### src/design/tlc_pkg.sv
// Shared types, codes and lamp tables for the two-way traffic light controller.
package tlc_pkg;

  localparam int TimeW  = 16;
  localparam int CfgIdxW = 3;

  localparam logic [TimeW-1:0] TIME_MAX = {TimeW{1'b1}};

  // configuration register indexes
  localparam logic [CfgIdxW-1:0] CFG_GREEN_A   = 3'd0;
  localparam logic [CfgIdxW-1:0] CFG_GREEN_B   = 3'd1;
  localparam logic [CfgIdxW-1:0] CFG_YELLOW    = 3'd2;
  localparam logic [CfgIdxW-1:0] CFG_ALL_RED   = 3'd3;
  localparam logic [CfgIdxW-1:0] CFG_BLINK_HALF = 3'd4;

  // reset values of the timing registers, in ms
  localparam logic [TimeW-1:0] GREEN_TIME_RST   = 16'd10000;
  localparam logic [TimeW-1:0] YELLOW_TIME_RST  = 16'd5000;
  localparam logic [TimeW-1:0] ALL_RED_TIME_RST = 16'd1000;
  localparam logic [TimeW-1:0] BLINK_HALF_RST   = 16'd1000;

  // modes
  localparam logic [1:0] MODE_BLINK  = 2'd0;
  localparam logic [1:0] MODE_CYCLE  = 2'd1;
  localparam logic [1:0] MODE_REMOTE = 2'd2;

  // phases
  localparam logic [2:0] PH_A_GREEN  = 3'd0;
  localparam logic [2:0] PH_A_YELLOW = 3'd1;
  localparam logic [2:0] PH_A_ALLRED = 3'd2;
  localparam logic [2:0] PH_B_GREEN  = 3'd3;
  localparam logic [2:0] PH_B_YELLOW = 3'd4;
  localparam logic [2:0] PH_B_ALLRED = 3'd5;

  // lamp pattern bits: {b_grn, b_yel, b_red, a_grn, a_yel, a_red}
  localparam logic [5:0] L_NONE  = 6'h00;
  localparam logic [5:0] L_A_RED = 6'h01;
  localparam logic [5:0] L_A_YEL = 6'h02;
  localparam logic [5:0] L_A_GRN = 6'h04;
  localparam logic [5:0] L_B_RED = 6'h08;
  localparam logic [5:0] L_B_YEL = 6'h10;
  localparam logic [5:0] L_B_GRN = 6'h20;

  typedef struct packed {
    logic [TimeW-1:0] green_a_time_ms;
    logic [TimeW-1:0] green_b_time_ms;
    logic [TimeW-1:0] yellow_time_ms;
    logic [TimeW-1:0] all_red_time_ms;
    logic [TimeW-1:0] blink_half_period_ms;
  } tlc_cfg_t;

  typedef struct packed {
    logic       snapshot_valid;
    logic       link_up;
    logic [1:0] requested_mode;
    logic       red_request;
  } tlc_in_t;

  typedef struct packed {
    logic [5:0] lamps;
    logic [1:0] mode;
    logic [2:0] phase;
  } tlc_res_t;

  function automatic logic [5:0] phase_lamps(input logic [2:0] p);
    logic [5:0] l;
    unique case (p)
      PH_A_GREEN:  l = L_A_GRN | L_B_RED;
      PH_A_YELLOW: l = L_A_YEL | L_B_RED;
      PH_B_GREEN:  l = L_B_GRN | L_A_RED;
      PH_B_YELLOW: l = L_B_YEL | L_A_RED;
      default:     l = L_A_RED | L_B_RED;
    endcase
    return l;
  endfunction

  function automatic logic [TimeW-1:0] sat_inc(input logic [TimeW-1:0] v);
    return (v == TIME_MAX) ? v : v + 1'b1;
  endfunction

endpackage

### src/design/tlc_cfg.sv
// Timing configuration registers written through the config channel.
module tlc_cfg import tlc_pkg::*; (
  input  logic               clk,
  input  logic               rst,
  input  logic               wr_en,
  input  logic [CfgIdxW-1:0] wr_index,
  input  logic [TimeW-1:0]   wr_data,
  output tlc_cfg_t           cfg
);

  always_ff @(posedge clk) begin
    if (rst) begin
      cfg.green_a_time_ms      <= GREEN_TIME_RST;
      cfg.green_b_time_ms      <= GREEN_TIME_RST;
      cfg.yellow_time_ms       <= YELLOW_TIME_RST;
      cfg.all_red_time_ms      <= ALL_RED_TIME_RST;
      cfg.blink_half_period_ms <= BLINK_HALF_RST;
    end else if (wr_en) begin
      // indexes past the list are dropped
      unique case (wr_index)
        CFG_GREEN_A:    cfg.green_a_time_ms      <= wr_data;
        CFG_GREEN_B:    cfg.green_b_time_ms      <= wr_data;
        CFG_YELLOW:     cfg.yellow_time_ms       <= wr_data;
        CFG_ALL_RED:    cfg.all_red_time_ms      <= wr_data;
        CFG_BLINK_HALF: cfg.blink_half_period_ms <= wr_data;
        default: ;
      endcase
    end
  end

endmodule

### src/design/tlc_core.sv
// Controller state and the per-tick next-state and lamp logic.
module tlc_core import tlc_pkg::*; (
  input  logic     clk,
  input  logic     rst,
  input  logic     step,
  input  tlc_in_t  item,
  input  tlc_cfg_t cfg,
  output tlc_res_t res
);

  logic [1:0]       mode_in_effect, mode_in_effect_next;
  logic [2:0]       phase_now, phase_now_next;
  logic [TimeW-1:0] phase_elapsed, phase_elapsed_next;
  logic [TimeW-1:0] blink_elapsed, blink_elapsed_next;
  logic             blink_on, blink_on_next;
  logic             red_target, red_target_next;
  logic             last_red_target, last_red_target_next;
  logic             remote_started, remote_started_next;
  logic [5:0]       lamp_pattern, lamp_pattern_next;

  always_comb begin
    mode_in_effect_next  = mode_in_effect;
    phase_now_next       = phase_now;
    phase_elapsed_next   = sat_inc(phase_elapsed);
    blink_elapsed_next   = sat_inc(blink_elapsed);
    blink_on_next        = blink_on;
    red_target_next      = red_target;
    last_red_target_next = last_red_target;
    remote_started_next  = remote_started;
    lamp_pattern_next    = lamp_pattern;

    if (item.snapshot_valid) begin
      // mode code three leaves the mode alone
      if (item.requested_mode == MODE_REMOTE) begin
        mode_in_effect_next = item.link_up ? MODE_REMOTE : MODE_CYCLE;
      end else if (item.requested_mode == MODE_BLINK || item.requested_mode == MODE_CYCLE) begin
        mode_in_effect_next = item.requested_mode;
      end
      if (item.link_up) begin
        red_target_next = item.red_request;
      end
    end

    if (mode_in_effect_next == MODE_BLINK) begin
      if (blink_elapsed_next >= cfg.blink_half_period_ms) begin
        blink_elapsed_next = '0;
        blink_on_next      = !blink_on;
      end
      lamp_pattern_next = blink_on_next ? (L_A_YEL | L_B_YEL) : L_NONE;
    end else if (mode_in_effect_next == MODE_CYCLE) begin
      lamp_pattern_next = phase_lamps(phase_now);
      unique case (phase_now)
        PH_A_GREEN: begin
          if (phase_elapsed_next >= cfg.green_a_time_ms) begin
            phase_now_next     = PH_A_YELLOW;
            phase_elapsed_next = '0;
          end
        end
        PH_A_YELLOW: begin
          if (phase_elapsed_next >= cfg.yellow_time_ms) begin
            lamp_pattern_next  = phase_lamps(PH_A_ALLRED);
            phase_now_next     = PH_A_ALLRED;
            phase_elapsed_next = '0;
          end
        end
        PH_A_ALLRED: begin
          if (phase_elapsed_next >= cfg.all_red_time_ms) begin
            phase_now_next     = PH_B_GREEN;
            phase_elapsed_next = '0;
          end
        end
        PH_B_GREEN: begin
          if (phase_elapsed_next >= cfg.green_b_time_ms) begin
            phase_now_next     = PH_B_YELLOW;
            phase_elapsed_next = '0;
          end
        end
        PH_B_YELLOW: begin
          if (phase_elapsed_next >= cfg.yellow_time_ms) begin
            lamp_pattern_next  = phase_lamps(PH_B_ALLRED);
            phase_now_next     = PH_B_ALLRED;
            phase_elapsed_next = '0;
          end
        end
        default: begin
          if (phase_elapsed_next >= cfg.all_red_time_ms) begin
            phase_now_next     = PH_A_GREEN;
            phase_elapsed_next = '0;
          end
        end
      endcase
    end else begin
      // remote: start a side change on first entry or a new red target
      if (!remote_started || red_target_next != last_red_target) begin
        if (red_target_next) begin
          if (phase_now == PH_A_GREEN) begin
            phase_now_next     = PH_A_YELLOW;
            phase_elapsed_next = '0;
          end
        end else if (phase_now == PH_B_GREEN) begin
          phase_now_next     = PH_B_YELLOW;
          phase_elapsed_next = '0;
        end
        last_red_target_next = red_target_next;
        remote_started_next  = 1'b1;
      end
      // green is reached without clearing the elapsed timer
      unique case (phase_now_next)
        PH_A_YELLOW: begin
          if (phase_elapsed_next >= cfg.yellow_time_ms) begin
            phase_now_next     = PH_A_ALLRED;
            phase_elapsed_next = '0;
          end
        end
        PH_A_ALLRED: begin
          if (phase_elapsed_next >= cfg.all_red_time_ms) begin
            phase_now_next = PH_B_GREEN;
          end
        end
        PH_B_YELLOW: begin
          if (phase_elapsed_next >= cfg.yellow_time_ms) begin
            phase_now_next     = PH_B_ALLRED;
            phase_elapsed_next = '0;
          end
        end
        PH_B_ALLRED: begin
          if (phase_elapsed_next >= cfg.all_red_time_ms) begin
            phase_now_next = PH_A_GREEN;
          end
        end
        default: ;
      endcase
      lamp_pattern_next = phase_lamps(phase_now_next);
    end
  end

  always_ff @(posedge clk) begin
    if (rst) begin
      mode_in_effect  <= MODE_CYCLE;
      phase_now       <= PH_A_GREEN;
      phase_elapsed   <= '0;
      blink_elapsed   <= '0;
      blink_on        <= 1'b0;
      red_target      <= 1'b0;
      last_red_target <= 1'b0;
      remote_started  <= 1'b0;
      lamp_pattern    <= L_NONE;
    end else if (step) begin
      mode_in_effect  <= mode_in_effect_next;
      phase_now       <= phase_now_next;
      phase_elapsed   <= phase_elapsed_next;
      blink_elapsed   <= blink_elapsed_next;
      blink_on        <= blink_on_next;
      red_target      <= red_target_next;
      last_red_target <= last_red_target_next;
      remote_started  <= remote_started_next;
      lamp_pattern    <= lamp_pattern_next;
    end
  end

  assign res.lamps = lamp_pattern_next;
  assign res.mode  = mode_in_effect_next;
  assign res.phase = phase_now_next;

  a_state_holds: assert property (@(posedge clk) disable iff (rst)
    !step |=> $stable(phase_now) && $stable(phase_elapsed) && $stable(mode_in_effect))
    else $error("controller state moved without a tick");

  a_started_sticky: assert property (@(posedge clk) disable iff (rst)
    !$fell(remote_started))
    else $error("remote_started cleared");

  a_off_lamps: assert property (@(posedge clk) disable iff (rst)
    (step && mode_in_effect_next == MODE_BLINK) |=>
      (lamp_pattern[1] == lamp_pattern[4]) && (lamp_pattern[1] == blink_on) &&
      ((lamp_pattern & ~(L_A_YEL | L_B_YEL)) == L_NONE))
    else $error("off mode lamps other than blinking yellows");

  a_manual_restart: assert property (@(posedge clk) disable iff (rst)
    (step && mode_in_effect_next == MODE_CYCLE && phase_now_next != phase_now) |=>
      phase_elapsed == '0)
    else $error("manual phase change without timer restart");

endmodule

### src/design/two_way_traffic_light_controller_top.sv
// Top level: input register, controller core, result register and config port.
//
// Two-way traffic light controller, one input transaction per millisecond tick.
// Input channel (in_valid/in_ready) carries the network snapshot of a tick;
// output channel (out_valid/out_ready) returns one result per tick: the six
// lamps, the mode in effect and the current phase.
// Config channel (cfg_valid/cfg_ready, cfg_index, cfg_data) writes the five
// timing registers; cfg_ready is always high and unknown indexes are dropped.
// A tick is captured in the input register; the core processes it when the
// result register is free and writes its result there for the output.
// Throughput: one tick per clock; the core's state update is the only loop,
// so a new transaction is taken every cycle while results flow.
// If the receiver stalls, the result register holds and the input register
// fills; in_ready drops only while both are occupied.
// Reset (rst, synchronous): timing registers return to their defaults, mode
// manual, phase A green, all timers and flags cleared, lamps off, both
// pipeline registers empty.
module two_way_traffic_light_controller_top import tlc_pkg::*; (
  input  logic               clk,
  input  logic               rst,
  input  logic               in_valid,
  output logic               in_ready,
  input  logic               snapshot_valid,
  input  logic               link_up,
  input  logic [1:0]         requested_mode,
  input  logic               red_request,
  output logic               out_valid,
  input  logic               out_ready,
  output logic               a_red,
  output logic               a_yellow,
  output logic               a_green,
  output logic               b_red,
  output logic               b_yellow,
  output logic               b_green,
  output logic [1:0]         active_mode,
  output logic [2:0]         current_phase,
  input  logic               cfg_valid,
  output logic               cfg_ready,
  input  logic [CfgIdxW-1:0] cfg_index,
  input  logic [TimeW-1:0]   cfg_data
);

  tlc_cfg_t cfg;
  tlc_in_t  in_reg;
  logic     in_reg_valid;
  tlc_res_t res;
  tlc_res_t out_reg;
  logic     advance;

  assign cfg_ready = 1'b1;
  assign advance   = in_reg_valid && (!out_valid || out_ready);
  assign in_ready  = !in_reg_valid || advance;

  tlc_cfg u_cfg (
    .clk      (clk),
    .rst      (rst),
    .wr_en    (cfg_valid && cfg_ready),
    .wr_index (cfg_index),
    .wr_data  (cfg_data),
    .cfg      (cfg)
  );

  tlc_core u_core (
    .clk  (clk),
    .rst  (rst),
    .step (advance),
    .item (in_reg),
    .cfg  (cfg),
    .res  (res)
  );

  always_ff @(posedge clk) begin
    if (rst) begin
      in_reg_valid <= 1'b0;
    end else if (in_ready) begin
      in_reg_valid <= in_valid;
    end
  end

  always_ff @(posedge clk) begin
    if (in_valid && in_ready) begin
      in_reg.snapshot_valid <= snapshot_valid;
      in_reg.link_up        <= link_up;
      in_reg.requested_mode <= requested_mode;
      in_reg.red_request    <= red_request;
    end
  end

  always_ff @(posedge clk) begin
    if (rst) begin
      out_valid <= 1'b0;
    end else if (advance) begin
      out_valid <= 1'b1;
    end else if (out_ready) begin
      out_valid <= 1'b0;
    end
  end

  always_ff @(posedge clk) begin
    if (advance) begin
      out_reg <= res;
    end
  end

  assign a_red         = out_reg.lamps[0];
  assign a_yellow      = out_reg.lamps[1];
  assign a_green       = out_reg.lamps[2];
  assign b_red         = out_reg.lamps[3];
  assign b_yellow      = out_reg.lamps[4];
  assign b_green       = out_reg.lamps[5];
  assign active_mode   = out_reg.mode;
  assign current_phase = out_reg.phase;

endmodule

### config.mk
export PLATFORM = sky130hd
export DESIGN_NAME = two_way_traffic_light_controller_top
export DESIGN_NICKNAME = d
export VERILOG_FILES = /design/src/design/tlc_pkg.sv /design/src/design/tlc_cfg.sv /design/src/design/tlc_core.sv /design/src/design/two_way_traffic_light_controller_top.sv
export SDC_FILE = /design/constraint.sdc
export NUM_CORES = 1
export LEC_CHECK = 0
export ABC_AREA = 1
export BUFFER_PORTS_ARGS = -buffer_cell sky130_fd_sc_hd__buf_2
export CAP_MARGIN = 10
export CORE_ASPECT_RATIO = 1.2
export CORE_UTILIZATION = 36
export DETAILED_ROUTE_END_ITERATION = 10
export PLACE_DENSITY_LB_ADDON = 0.08
export SLEW_MARGIN = 20
export SYNTH_ARGS = -nofsm -noshare
export SYNTH_HDL_FRONTEND = slang
export SYNTH_SLANG_ARGS = --single-unit
export TNS_END_PERCENT = 1
### constraint.sdc
create_clock -name clk -period 3.5 [get_ports clk]
set_input_delay 0.35 -clock clk [delete_from_list [all_inputs] [get_ports clk]]
set_output_delay 0.35 -clock clk [all_outputs]
set_load 0.03 [all_outputs]
==> flow_summary.json <==
{
  "final_antenna_net_count": 0,
  "p_sw_frac": 0.319,
  "place.gp.congestion": 0.879,
  "yosys.area.top_type": "dfxtp_1",
  "synthDistinctLibCells": 55,
  "p_total_mw": 4.55,
  "rsz0062_at_grt": "true",
  "via_count": 8932,
  "clock_power_share": 0.393,
  "track_usage": 0.228,
  "irDropWorstVdd_mv": 0.313,
  "relSlewSlack": 0.379,
  "drive_above_1_share": 0.250,
  "arrival_ns": 3.85,
  "grt_pass1_vias": 8636,
  "status": "complete, no violations",
  "skew_ns": 0.0127,
  "final_area_um2": 11900,
  "syn-num-nets": 1420,
  "overflow": 0,
  "r2r_cells": 25,
  "drc": 0,
  "finalNetCount": 1576,
  "die_area_um2": 26400,
  "netlist_area_um2": 9270,
  "insertedDiodeCount": 0,
  "finalHoldViolCount": 0,
  "power_frac_comb": 0.232,
  "worstSetupPathType": "reg2reg",
  "h-tree-depth": 4,
  "synth_most_common_cell": "nand2_1",
  "setup_viol": 0,
  "p_leak_nw": 5.53,
  "cts_buffer_depth": 2,
  "synthFlopType": "dfxtp_1",
  "async_flop_share": 0,
  "vias_per_cell": 5.03,
  "post-route-util": 0.476,
  "first_iter_violations": 345,
  "synth-edff-count": 16,
  "placed_cell_area_um2": 10700,
  "portBuffers": 41,
  "pwr-share-seq": 0.375,
  "seq_area_frac_synth": 0.318,
  "dr.pass1.iters": 5,
  "cts_tree": "built",
  "fillers": 2539,
  "rows": 63,
  "coreArea_um2": 25000,
  "synth_commonest_cells": "nand2_1 (233), inv_1 (185), a21oi_1 (154)",
  "cts.clk_slew.worst_paths_ns": 0.06,
  "intPower_mw": 3.10,
  "p_sw_mw": 1.45,
  "fin_crit_sh": 0.991,
  "top_regs": "u_cfg.cfg x80, u_core.blink_elapsed x16, u_core.phase_elapsed x16",
  "place_hpwl_um": 21600,
  "synthTopCellsByArea": "dfxtp_1 (27%), ha_1 (15%), nand2_1 (9.4%)",
  "hold_path.class": "in2reg",
  "ys_warn_count": 0,
  "avgSynthCellArea_um2": 7.23,
  "crit_start": "u_core.phase_elapsed[0]",
  "path_max_fanout": 8,
  "whs_ns": 0.0943,
  "crit_path_end_kind": "flip-flop",
  "grt_pass1_wl_um": 45700,
  "min_period_ns": 3.47,
  "cp-start-kind": "flip-flop",
  "start_util": 0.371,
  "fin_tns_setup_ns": 0,
  "largest_reg_flops": 80,
  "powerDensity_nw_per_um2": 383,
  "io_pins": 43,
  "antenna_found_initial": 0,
  "largest-register": "u_cfg.cfg",
  "clock.fmax_mhz": 288,
  "cts_root_buf": "clkbuf_16",
  "worstHoldStart": "red_request",
  "drv_slew": 0,
  "area_growth_pct": 28.3,
  "clock_sinks": 139,
  "cts_buffers": 17,
  "ys_ff_latch": 139,
  "synth_top_area_frac": 0.266,
  "tightest_slew_ns": 0.928,
  "grt_start_max_net_pins": 51,
  "die_w_um": 148,
  "netlist_instances": 1281,
  "maxCapViolCount": 0,
  "timing.rr.start": "u_core.phase_elapsed[0]",
  "clock_latency_ns": 0.43,
  "die_h_um": 178,
  "holdPathStages": 1,
  "routedWlPerCell_um": 16.1,
  "routed_wl_um": 28600,
  "cp.required_ns": 3.88
}
-- final timing paths --
check	slack [ns]	end
hold / removal	0.09	in_reg[0]
hold reg to reg	0.46	u_cfg.cfg[55]
setup / recovery	0.03	u_core.phase_elapsed[6]
setup reg to reg	0.03	u_core.phase_elapsed[6]
-- per-layer routing --
layer / part of all wire / GRT usage / wire length, um / vias up
li1: - / - / - / 4619
met1: 0.43 / 0.260 / 12300 / 4116
met2: 0.51 / 0.418 / 14500 / 141
met3: 0.031 / 0.0398 / 888 / 56
met4: 0.033 / 0.0889 / 943 / 0
met5: 0 / 0 / 0 / -
-- kinds of logic after synthesis --
kind of cell	share of synthesized area
adder cells (fa/ha/maj)	0.149
AND/OR/NAND/NOR	0.205
buffers and inverters	0.101
flip-flops	0.318
other	0.000405
AO/OA/AOI/OAI	0.210
XOR/XNOR	0.0169
-- repair_timing --
action                                  CTS  global route
gates resized for setup                  54            70
pin swaps                                34            42
buffers inserted                          5             4
hold buffers                              0             0
endpoints found under the setup margin   43            45
-- power groups by stage --
stage | Clock, mW | Combinational [mW] | Sequential (mW)
after detailed placement | 0 | 0.969 | 1.74
after CTS | 1.83 | 1.02 | 1.71
after global routing | 1.90 | 1.18 | 1.71
final | 1.79 | 1.06 | 1.71
after global placement | 0 | 0.959 | 1.74
after floorplan | 0 | 0.568 | 1.76
-- cell usage in the layout (no fill, tap or decap), types with 3 or more instances in the layout --
master | synthesis | routed
buf_4 | 1 | 129
nand2_1 | 233 | 227
o21ai_1 | 5 | 11
inv_4 | 0 | 4
inv_6 | 0 | 5
nand2_4 | 3 | 6
ha_1 | 110 | 103
nor2_1 | 91 | 79
buf_6 | 2 | 11
clkbuf_16 | 0 | 17
dfxtp_2 | 0 | 5
nor3_1 | 17 | 13
a21oi_2 | 6 | 18
nand3_4 | 0 | 3
a31oi_1 | 14 | 12
nand3_1 | 44 | 32
edfxtp_1 | 16 | 16
clkinvlp_4 | 0 | 3
xor2_1 | 13 | 10
o211ai_1 | 25 | 25
nand3_2 | 3 | 12
o21ai_0 | 93 | 83
nand2_2 | 10 | 13
inv_2 | 11 | 15
o21ai_4 | 1 | 3
inv_1 | 185 | 181
o211ai_2 | 6 | 6
a211oi_1 | 8 | 7
nand4_1 | 16 | 16
nor4_2 | 0 | 3
dfxtp_1 | 123 | 117
a21oi_4 | 0 | 3
buf_2 | 6 | 41
xor2_2 | 1 | 3
nor2_2 | 4 | 13
nor3_2 | 1 | 4
o21ai_2 | 6 | 8
ha_4 | 0 | 6
nor2_4 | 2 | 5
a21oi_1 | 154 | 139
-- stage by stage --
stage | cells | worst slack [ns]
2_1_floorplan | 1281 | 0.0469
3_3_place_gp | 1734 | -0.292
3_5_place_dp | 1734 | -0.334
4_1_cts | 1771 | -0.0400
5_1_grt | 1775 | -0.154
6_report | 1775 | 0.0320
-- worst max-delay path, stage by stage, from the launching register on --
cell and delay (ns):
dfxtp_4 0.36, ha_4 0.16, nand3_2 0.07, nor2_2 0.06, nand2_4 0.08, nand3_4 0.08, nor3_4 0.19, nand2_2 0.11
nor2_4 0.15, buf_6 0.12, xor2_2 0.16, buf_6 0.14, buf_4 0.12, ha_4 0.20, a21oi_2 0.13, nor2_1 0.05
a2111o_1 0.37, a21oi_4 0.18, nand2_2 0.09, nand2_4 0.08, nor2_4 0.05, buf_12 0.14, buf_4 0.13, o211ai_2 0.12
nand2_1 0.06, inv_1 0.04
-- area by class of cell --
type / count / area [um2] / share of cell area
sequential: 139 / 2950 / 0.248
inverter: 197 / 742 / 0.0624
clock buffer: 18 / 439 / 0.0369
tap: 325 / 407 / 0.0342
multi-input combinational: 899 / 5880 / 0.494
clock inverter: 14 / 133 / 0.0112
timing repair buffer: 183 / 1340 / 0.113
(Power assumes the default switching activity.)
